$ cat config.mk
export PLATFORM = sky130hd
export DESIGN_NAME = battery_level_led_hysteresis_top
export DESIGN_NICKNAME = d
export VERILOG_FILES = /design/src/rtl/bllh_pkg.sv /design/src/rtl/battery_level_led_hysteresis_top.sv /design/src/rtl/bllh_cfg.sv /design/src/rtl/bllh_next.sv
export SDC_FILE = /design/constraint.sdc
export NUM_CORES = 1
export LEC_CHECK = 0
export ABC_AREA = 1
export BUFFER_PORTS_ARGS = -buffer_cell sky130_fd_sc_hd__buf_4
export CAP_MARGIN = 20
export CORE_ASPECT_RATIO = 0.9
export CORE_MARGIN = 1.5
export CORE_UTILIZATION = 50
export CTS_CLUSTER_DIAMETER = 50
export DETAILED_ROUTE_END_ITERATION = 10
export GPL_TIMING_DRIVEN = 1
export PLACE_DENSITY = 0.74
export SYNTH_ARGS = -nofsm -noshare
export SYNTH_HDL_FRONTEND = slang
export SYNTH_SLANG_ARGS = --single-unit
$ cat constraint.sdc
create_clock -name clk_i -period 1.83 [get_ports clk_i]
set_clock_uncertainty 0.05 [all_clocks]
set_input_delay 0.183 -clock clk_i [delete_from_list [all_inputs] [get_ports clk_i]]
set_output_delay 0.183 -clock clk_i [all_outputs]
set_load 0.1 [all_outputs]
$ cat src/rtl/bllh_pkg.sv
// Package for the battery level lamp driver.
// Holds sample widths, level and lamp codes, threshold reset values and the shared types.
// No dependencies.
package bllh_pkg;

  // ADC resolution; the input word carries one more bit for the supply marker
  localparam int SAMPLE_BITS = 12;
  localparam int INPUT_BITS  = SAMPLE_BITS + 1;

  // APB data and address widths
  localparam int APB_DATA_W = 32;
  localparam int APB_ADDR_W = 5;
  localparam int REG_IDX_W  = 3;
  localparam int NUM_REGS   = 6;

  // Register indexes
  localparam logic [REG_IDX_W-1:0] REG_GREEN_LOW   = 3'd0;
  localparam logic [REG_IDX_W-1:0] REG_YELLOW_HIGH = 3'd1;
  localparam logic [REG_IDX_W-1:0] REG_YELLOW_LOW  = 3'd2;
  localparam logic [REG_IDX_W-1:0] REG_RED_HIGH    = 3'd3;
  localparam logic [REG_IDX_W-1:0] REG_RED_LOW     = 3'd4;
  localparam logic [REG_IDX_W-1:0] REG_BLINK_HIGH  = 3'd5;

  // Threshold reset values
  localparam logic [SAMPLE_BITS-1:0] RST_GREEN_LOW   = SAMPLE_BITS'(2559);
  localparam logic [SAMPLE_BITS-1:0] RST_YELLOW_HIGH = SAMPLE_BITS'(2627);
  localparam logic [SAMPLE_BITS-1:0] RST_YELLOW_LOW  = SAMPLE_BITS'(2508);
  localparam logic [SAMPLE_BITS-1:0] RST_RED_HIGH    = SAMPLE_BITS'(2576);
  localparam logic [SAMPLE_BITS-1:0] RST_RED_LOW     = SAMPLE_BITS'(2457);
  localparam logic [SAMPLE_BITS-1:0] RST_BLINK_HIGH  = SAMPLE_BITS'(2525);

  // External supply marker: the one sample with only the top bit set
  localparam logic [INPUT_BITS-1:0] SUPPLY_MARK = INPUT_BITS'(1) << SAMPLE_BITS;

  // Level codes
  localparam logic [2:0] LVL_GREEN  = 3'd0;
  localparam logic [2:0] LVL_YELLOW = 3'd1;
  localparam logic [2:0] LVL_RED    = 3'd2;
  localparam logic [2:0] LVL_BLINK  = 3'd3;
  localparam logic [2:0] LVL_NONE   = 3'd4;

  // Lamp bit positions and patterns
  localparam int LAMP_RED_BIT    = 0;
  localparam int LAMP_GREEN_BIT  = 1;
  localparam int LAMP_YELLOW_BIT = 2;
  localparam logic [2:0] LAMP_OFF    = 3'b000;
  localparam logic [2:0] LAMP_RED    = 3'b001;
  localparam logic [2:0] LAMP_GREEN  = 3'b010;
  localparam logic [2:0] LAMP_YELLOW = 3'b100;

  typedef struct packed {
    logic [SAMPLE_BITS-1:0] green_low;
    logic [SAMPLE_BITS-1:0] yellow_high;
    logic [SAMPLE_BITS-1:0] yellow_low;
    logic [SAMPLE_BITS-1:0] red_high;
    logic [SAMPLE_BITS-1:0] red_low;
    logic [SAMPLE_BITS-1:0] blink_high;
  } thr_t;

  typedef struct packed {
    logic [2:0] level;
    logic       first;
    logic [2:0] lamp;
  } ind_state_t;

endpackage

$ cat src/rtl/battery_level_led_hysteresis_top.sv
// Top level of the battery level lamp driver with hysteresis.
// Depends on bllh_pkg, bllh_cfg and bllh_next.
//
// Usage:
//   Input channel carries one ADC word (sample_i); a word with only the top
//   bit set marks external supply. Output channel carries the lamp drives and
//   the level code that hold after that sample. Thresholds sit in six APB
//   registers at byte addresses 0x00..0x14; write them only while idle.
// Timing:
//   A word is registered at the input stage and its result is then registered
//   in the state/result register, which raises out_valid_o for it.
//   One word per cycle is sustained while the receiver does not hold off; the
//   compare and level update between these two registers are combinational.
// Reset:
//   Level green, lamps off, first-classification mode armed, thresholds at
//   their defaults, both pipeline stages empty.
// Stall:
//   While the receiver holds off, the result and the level state hold; one
//   more word can sit in the input stage before in_ready_o drops.
module battery_level_led_hysteresis_top import bllh_pkg::*; (
  input  logic                  clk_i,
  input  logic                  rst_ni,
  input  logic                  psel,
  input  logic                  penable,
  input  logic                  pwrite,
  input  logic [APB_ADDR_W-1:0] paddr,
  input  logic [APB_DATA_W-1:0] pwdata,
  output logic [APB_DATA_W-1:0] prdata,
  output logic                  pready,
  input  logic                  in_valid_i,
  output logic                  in_ready_o,
  input  logic [INPUT_BITS-1:0] sample_i,
  output logic                  out_valid_o,
  input  logic                  out_ready_i,
  output logic                  red_on_o,
  output logic                  green_on_o,
  output logic                  yellow_on_o,
  output logic [2:0]            level_o
);

  thr_t                  thr;
  ind_state_t            state_q;
  ind_state_t            state_d;
  logic                  s1_valid_q;
  logic [INPUT_BITS-1:0] s1_sample_q;
  logic                  out_valid_q;
  logic                  adv;
  logic                  in_acc;

  bllh_cfg u_cfg (
    .clk_i   (clk_i),
    .rst_ni  (rst_ni),
    .psel    (psel),
    .penable (penable),
    .pwrite  (pwrite),
    .paddr   (paddr),
    .pwdata  (pwdata),
    .prdata  (prdata),
    .pready  (pready),
    .thr_o   (thr)
  );

  bllh_next u_next (
    .sample_i (s1_sample_q),
    .thr_i    (thr),
    .cur_i    (state_q),
    .nxt_o    (state_d)
  );

  // Advance the input stage when the result slot is free or being taken
  assign adv        = ~out_valid_q | out_ready_i;
  assign in_ready_o = ~s1_valid_q | adv;
  assign in_acc     = in_valid_i & in_ready_o;

  // Input stage valid
  always_ff @(posedge clk_i or negedge rst_ni) begin
    if (!rst_ni) begin
      s1_valid_q <= 1'b0;
    end else if (in_ready_o) begin
      s1_valid_q <= in_valid_i;
    end
  end

  // Input stage word
  always_ff @(posedge clk_i) begin
    if (in_acc) begin
      s1_sample_q <= sample_i;
    end
  end

  // Update state, which doubles as the result register
  always_ff @(posedge clk_i or negedge rst_ni) begin
    if (!rst_ni) begin
      state_q.level <= LVL_GREEN;
      state_q.first <= 1'b1;
      state_q.lamp  <= LAMP_OFF;
      out_valid_q   <= 1'b0;
    end else if (adv) begin
      out_valid_q <= s1_valid_q;
      if (s1_valid_q) begin
        state_q <= state_d;
      end
    end
  end

  assign out_valid_o = out_valid_q;
  assign red_on_o    = state_q.lamp[LAMP_RED_BIT];
  assign green_on_o  = state_q.lamp[LAMP_GREEN_BIT];
  assign yellow_on_o = state_q.lamp[LAMP_YELLOW_BIT];
  assign level_o     = state_q.level;

endmodule

$ cat src/rtl/bllh_cfg.sv
// APB threshold register file for the battery level lamp driver.
// Depends on bllh_pkg for register indexes, widths and reset values.
module bllh_cfg import bllh_pkg::*; (
  input  logic                  clk_i,
  input  logic                  rst_ni,
  input  logic                  psel,
  input  logic                  penable,
  input  logic                  pwrite,
  input  logic [APB_ADDR_W-1:0] paddr,
  input  logic [APB_DATA_W-1:0] pwdata,
  output logic [APB_DATA_W-1:0] prdata,
  output logic                  pready,
  output thr_t                  thr_o
);

  thr_t                   thr_q;
  logic                   wr_en;
  logic [REG_IDX_W-1:0]   idx;
  logic [SAMPLE_BITS-1:0] wval;
  logic [SAMPLE_BITS-1:0] rval;

  assign idx    = paddr[APB_ADDR_W-1:2];
  assign wr_en  = psel & penable & pwrite;
  assign wval   = pwdata[SAMPLE_BITS-1:0];
  assign pready = 1'b1;
  assign thr_o  = thr_q;

  // Write the addressed threshold; indexes past the list are dropped
  always_ff @(posedge clk_i or negedge rst_ni) begin
    if (!rst_ni) begin
      thr_q.green_low   <= RST_GREEN_LOW;
      thr_q.yellow_high <= RST_YELLOW_HIGH;
      thr_q.yellow_low  <= RST_YELLOW_LOW;
      thr_q.red_high    <= RST_RED_HIGH;
      thr_q.red_low     <= RST_RED_LOW;
      thr_q.blink_high  <= RST_BLINK_HIGH;
    end else if (wr_en) begin
      unique case (idx)
        REG_GREEN_LOW:   thr_q.green_low   <= wval;
        REG_YELLOW_HIGH: thr_q.yellow_high <= wval;
        REG_YELLOW_LOW:  thr_q.yellow_low  <= wval;
        REG_RED_HIGH:    thr_q.red_high    <= wval;
        REG_RED_LOW:     thr_q.red_low     <= wval;
        REG_BLINK_HIGH:  thr_q.blink_high  <= wval;
        default: ;
      endcase
    end
  end

  // Read back the addressed threshold
  always_comb begin
    unique case (idx)
      REG_GREEN_LOW:   rval = thr_q.green_low;
      REG_YELLOW_HIGH: rval = thr_q.yellow_high;
      REG_YELLOW_LOW:  rval = thr_q.yellow_low;
      REG_RED_HIGH:    rval = thr_q.red_high;
      REG_RED_LOW:     rval = thr_q.red_low;
      REG_BLINK_HIGH:  rval = thr_q.blink_high;
      default:         rval = '0;
    endcase
  end

  assign prdata = {{(APB_DATA_W-SAMPLE_BITS){1'b0}}, rval};

endmodule

$ cat src/rtl/bllh_next.sv
// Next level and lamp logic for one sample of the battery level lamp driver.
// Depends on bllh_pkg for level codes, lamp patterns and the state types.
module bllh_next import bllh_pkg::*; (
  input  logic [INPUT_BITS-1:0] sample_i,
  input  thr_t                  thr_i,
  input  ind_state_t            cur_i,
  output ind_state_t            nxt_o
);

  logic [2:0] lvl;
  logic       first;
  logic       supply;

  // Compare against zero-extended thresholds
  function automatic logic ge(input logic [INPUT_BITS-1:0] s,
                              input logic [SAMPLE_BITS-1:0] t);
    ge = s >= {1'b0, t};
  endfunction

  assign supply = (sample_i == SUPPLY_MARK);

  // Pick the new level
  always_comb begin
    first = cur_i.first;
    lvl   = cur_i.level;
    if (supply) begin
      lvl   = LVL_GREEN;
      first = 1'b1;
    end else if (cur_i.first) begin
      if (sample_i != '0) begin
        first = 1'b0;
        if (ge(sample_i, thr_i.green_low)) begin
          lvl = LVL_GREEN;
        end else if (ge(sample_i, thr_i.yellow_low)) begin
          lvl = LVL_YELLOW;
        end else if (ge(sample_i, thr_i.red_low)) begin
          lvl = LVL_RED;
        end else begin
          lvl = LVL_BLINK;
        end
      end else begin
        lvl = LVL_NONE;
      end
    end else begin
      // Tracking: drop test first, then rise test
      case (cur_i.level)
        LVL_GREEN: begin
          lvl = ge(sample_i, thr_i.green_low) ? LVL_GREEN : LVL_YELLOW;
        end
        LVL_YELLOW: begin
          if (!ge(sample_i, thr_i.yellow_low)) lvl = LVL_RED;
          else if (ge(sample_i, thr_i.yellow_high)) lvl = LVL_GREEN;
          else lvl = LVL_YELLOW;
        end
        LVL_RED: begin
          if (!ge(sample_i, thr_i.red_low)) lvl = LVL_BLINK;
          else if (ge(sample_i, thr_i.red_high)) lvl = LVL_YELLOW;
          else lvl = LVL_RED;
        end
        LVL_BLINK: begin
          lvl = ge(sample_i, thr_i.blink_high) ? LVL_RED : LVL_BLINK;
        end
        default: lvl = LVL_NONE;
      endcase
    end
  end

  // Drive lamps for the new level; undetermined holds them
  always_comb begin
    nxt_o.level = lvl;
    nxt_o.first = first;
    case (lvl)
      LVL_GREEN:  nxt_o.lamp = LAMP_GREEN;
      LVL_YELLOW: nxt_o.lamp = LAMP_YELLOW;
      LVL_RED:    nxt_o.lamp = LAMP_RED;
      LVL_BLINK:  nxt_o.lamp = {2'b00, ~cur_i.lamp[LAMP_RED_BIT]};
      default:    nxt_o.lamp = cur_i.lamp;
    endcase
  end

endmodule
# == Word level (Yosys, flattened, before mapping) ==
# Cells that the tools add are included.
# Widths: inputs -> output; s select.
# totals
reg_bits,94
out_inout_bits,41
in_bits,57
elab_cells,69
# op_classes
eq_ne,12
n_lt_le_gt_ge,6
n_reduce_logical,13
muxes,18
bitwise,8
# op_table
cell,count
$ge 13x12->1,6
$pmux 12 s6,1
$pmux 3 s4,2
$mux 3,7
$eq 3x2->1 const B,6
$reduce_and 2->1,7
$eq 13x13->1 const B,1
$reduce_bool 13->1,1
$eq 3x1->1 const B,3
$logic_not 3->1,3
$mux 1,7
$eq 3x3->1 const B,2
$reduce_bool 4->1,1
$and 1x1->1,3
$not 1->1,3
$reduce_and 3->1,1
$mux 2,1
$or 1x1->1,2

# == Logic depth before layout (Yosys ltp) ==
# logic_depth
ltp_word,10
ltp_mapped,17
depth_no_buf,17

# == Modules after synthesis ==
# Synthesis repeated with hierarchy kept, for this count alone.
# unflattened
cells_unflattened,958
area_unflattened_um2,7174.4
# modules_own_cells
module,area_per_inst_um2,instances,cells_per_inst,seq_area_each_um2
bllh_cfg,4011.3,1,486,1849.3
bllh_next,2382.3,1,417,0.0
battery_level_led_hysteresis_top,780.7,1,55,616.8

# == Worst setup path before layout ==
# No wires, ideal clock.
# synth_path
path_type,register -> register
startpoint,"register out_valid_q, in the netlist out_valid_o"
endpoint,register s1_sample_q[0] (enable)
stages_incl_launch_ff,6
setup_slack_ns,-0.716
arrival_ns,2.194
period_less_slack_ns,2.546
n_path_buf,0
setup_time_ns,0.302
required_ns,1.478
cell_sequence,dfrtp_1 > inv_1 > nor2_1 > nand2_1 > nand2_1 > inv_1
# synth_via
elab_chain_len,4
# synth_lines
element,line_no,rtl
start: declaration,battery_level_led_hysteresis_top.sv:46,logic out_valid_q;
start signal: assignment,battery_level_led_hysteresis_top.sv:99,out_valid_q <= s1_valid_q;
$not 1->1,battery_level_led_hysteresis_top.sv:71,assign adv = ~out_valid_q | out_ready_i;
$or 1x1->1,battery_level_led_hysteresis_top.sv:71,
$or 1x1->1,battery_level_led_hysteresis_top.sv:72,assign in_ready_o = ~s1_valid_q | adv;
via in_ready_o,battery_level_led_hysteresis_top.sv:31,"output logic in_ready_o,"
$and 1x1->1,battery_level_led_hysteresis_top.sv:73,assign in_acc = in_valid_i & in_ready_o;
via in_acc,battery_level_led_hysteresis_top.sv:48,logic in_acc;
end signal: assignment,battery_level_led_hysteresis_top.sv:87,s1_sample_q <= sample_i;
end: declaration,battery_level_led_hysteresis_top.sv:45,logic [INPUT_BITS-1:0] s1_sample_q;
# The timed path passes the listed nets, and every way through them passes these cells.
# A chain may end at the register's enable or synchronous reset.

# == Worst setup path after layout ==
# layout_path
startpoint,register s1_sample_q[3]
endpoint,"register state_q, in the netlist level_o[0]"
# layout_via
elab_chain_len,7
word_cells_on_any_way,21
classes_between,order compare (6); eq/ne (1); mux (13); reduce/logical (1)
# layout_lines
element,line_no,rtl
$ge 13x12->1,bllh_next.sv:17,"ge = s >= {1'b0, t};"
$mux 1,bllh_next.sv:36,"end else if (ge(sample_i, thr_i.red_low)) begin"
$mux 3,bllh_next.sv:34,"end else if (ge(sample_i, thr_i.yellow_low)) begin"
$mux 3,bllh_next.sv:32,"if (ge(sample_i, thr_i.green_low)) begin"
$mux 3,bllh_next.sv:30,if (sample_i != '0) begin
$mux 3,bllh_next.sv:29,end else if (cur_i.first) begin
$mux 3 (*),bllh_next.sv:26,if (supply) begin
end signal: assignment,battery_level_led_hysteresis_top.sv:101,state_q <= state_d;
end: declaration,battery_level_led_hysteresis_top.sv:42,ind_state_t state_q;
# Mark *: on every way between the ends. The rest lies on a longest branch, timed or not.

==> run summary <==
Status = complete, but fails checks
Failing checks = setup timing
Die Width = 121 µm
Routability cong. = 0.923
Post-synthesis adder-cell area fraction = 0.145
Final Max Slew Viols = 0
Register share of total power = 0.332
Routed met3 length = 1.10 mm
Leading area contributor after synthesis = dfrtp_1
Net Sw Frac = 0.394
Mapped Cells = 805
NetSw = 3.41 mW
Critical Path Fanout Max = 7
Area post-placement = 0.00742 mm²
Leakage = 4.19 nW
Top cells by area, synth = dfrtp_1, dfstp_2, ha_1
Wire per inst = 16.2 µm
Yosys top cell area share = 0.169
Sink Count = 94
Largest net degree at the start of global routing = 37
Fill count = 922
Worst Setup Start Kind = register
VDD IR-drop max = 0.679 mV
Actual slew at the worst max-slew pin = 0.560 ns
Post-synthesis xor/xnor area fraction = 0
# DRC = 0
Final Power = 8.66 mW
Core footprint = 0.0121 mm²
Final core utilization = 0.724
Nets = 1108
Seq/Total Area, Yosys = 0.396
Reg clk slew, reported paths = 0.07 ns
#FFs+latches synth = 94
Commonest non-fill, non-tap cell in the layout = nand2_1
Via density per instance = 5.21
Proportion of synthesized area in mux cells = 0
RSZ-0062 raised after global routing = true
DP Wirelength = 12.8 mm
Simple-Gate Fraction of Synth Area = 0.203
Max Cap Violations = 0
Number of global-route vias before repair = 5769
Synthesized area per cell = 7.73 µm²
Clk root buf = clkbuf_16
Prevailing post-synth register cell = dfrtp_1
Total grt overflow = 0
Pre-antenna DRT Iters = 5
Crit path arrival time = 2.40 ns
Synth async-reset ratio = 0.862
Compound-cell area share of the yosys netlist = 0.131
Number of buffers created by CTS = 9
Synth cell types = 33
Critical path endpoint category = register
Mapped Area = 0.00622 mm²
WS Path Type = reg2reg
Port buffer count = 54
First-pass GRT wire length = 27.7 mm
Rows = 38
Fin crit period = 2.19 ns
Die area = 0.0131 mm²
Most frequent cells in the layout = nand2_1, buf_4, inv_1
Max Root-Sink Buffers = 2
Number of synthesized flops with an enable pin = 13
Highest routing layer actually used = met4
Skew-Pair Late Insertion Delay = 0.34 ns
Met2 WL post-DR = 9.12 mm
Total GRT Usage = 0.274
Max reg flops = 72
Final worst slack = -0.361 ns
Starting DRC count in detailed routing = 336
Gate power share = 0.441
Crit share post-route = 1.20
Metal-1 WL = 7.82 mm
Final setup fails = 10
Yosys warnings = 0
Worst hold path type = in2reg
Vias = 5956
Final instance area = 0.00875 mm²
Starting Density = 0.515
WL final = 18.6 mm
Highest clock rate = 0.457 GHz
Relative slew slack = 0.627
CTS tree = yes
Die Y = 109 µm
Synthesis-to-finish area growth = 40.7%
IO Pins = 98
Antenna Nets Post-Route = 0
Internal = 5.25 mW
Power density over the cells = 990 mW/mm²
Setup TNS = -1.84 ns
Clock power share = 0.228
Share of layout cells above drive strength 1 = 0.347
Hold Fails Final Rpt = 0
Largest family of logic cells by synthesized area = simple AND/OR/NAND/NOR gates
ANT cells = 0
Worst Path Required = 2.04 ns
Initial antenna violation count = 0
Htree depth = 3
## cell usage after synthesis, types with 3 or more instances
library cell	count
nand3_1	27
ha_1	72
o211ai_1	10
nor2_1	52
a21oi_1	27
nor3_1	10
nand2_1	210
o22ai_1	10
dfrtp_1	42
dfstp_2	39
nand4_1	6
o21bai_1	3
edfxtp_1	13
buf_4	24
a22oi_1	11
o21ai_0	79
clkbuf_1	15
inv_1	136
## worst max-delay path: stages (launching register included)
cell,delay [ns]
edfxtp_1,0.54
buf_4,0.20
ha_1,0.27
nand2_1,0.10
o21bai_1,0.14
nand3_1,0.15
nand2_1,0.08
nand2_1,0.06
nand2_1,0.08
nand2_2,0.07
nand4_1,0.12
nand2_1,0.09
o21ai_1,0.16
## metal layers
layer	track usage	vias up
met5	0	-
met4	0.0832	0
met3	0.0450	51
met2	0.480	196
met1	0.350	2800
li1	-	2909
## cell type report
| type | count | area, µm² | share of cell area |
|---|---|---|---|
| clock buffers | 13 | 272 | 0.0310 |
| clock inverters | 3 | 40.0 | 0.00458 |
| inverters | 137 | 531 | 0.0606 |
| multi-input cells | 552 | 3680 | 0.421 |
| flip-flops and latches | 94 | 2470 | 0.282 |
| well taps | 160 | 200 | 0.0229 |
| repair buffers | 185 | 1560 | 0.178 |
## final timing paths
| kind | from | end | slack [ns] | depth (start not counted) |
|---|---|---|---|---|
| hold reg to reg | u_cfg.thr_o[21]$_DFFE_PN0P_ | u_cfg.thr_o[21]$_DFFE_PN0P_ | 0.44 | 2 |
| max in group asynchronous | rst_ni | u_cfg.thr_o[38]$_DFFE_PN1P_ | 0.73 | 3 |
| setup reg to reg | s1_sample_q[3]$_DFFE_PP_ | level_o[0]$_DFFE_PN0P_ | -0.36 | 12 |
| setup / recovery | s1_sample_q[3]$_DFFE_PP_ | level_o[0]$_DFFE_PN0P_ | -0.36 | 12 |
| hold / removal | pwdata[2] | u_cfg.thr_o[2]$_DFFE_PN1P_ | 0.008 | 3 |
| min in group asynchronous | rst_ni | u_cfg.thr_o[13]$_DFFE_PN0P_ | 0.33 | 2 |
## kinds of logic after synthesis
| logic type | Yosys count |
|---|---|
| flip-flops | 94 |
| AND/OR/NAND/NOR | 313 |
| AO/OA/AOI/OAI | 146 |
| other | 2 |
| adder cells (fa/ha/maj) | 72 |
| buffers and inverters | 178 |
## power groups by stage
stage                     combinational [mW]  clock (mW)  sequential [mW]
final                                   3.82        1.97             2.87
after global routing                    4.14        2.07             2.92
after CTS                               3.40        1.99             2.86
after detailed placement                3.12           0             2.90
after global placement                  3.07           0             2.89
after floorplan                         1.98           0             3.05
## through the flow
stage / cells / worst slack [ns] / hold WS [ns]
floorplan: 824 / -0.488 / -0.163
global route: 1144 / -0.528 / 0.0205
global placement: 1091 / -0.405 / 0.146
CTS: 1136 / -0.306 / 0.00599
detailed placement: 1091 / -0.404 / 0.154
finish: 1144 / -0.361 / 0.00773
## timing repair
item | in CTS | in global routing
buffers inserted | 12 | 11
endpoints found under the hold margin | 32 | 0
resized for setup | 51 | 91
cloned | 0 | 0
pin swaps | 29 | 51
endpoints found under the setup margin | 15 | 17
hold buffers | 17 | 0
(Power assumes the default switching activity.)
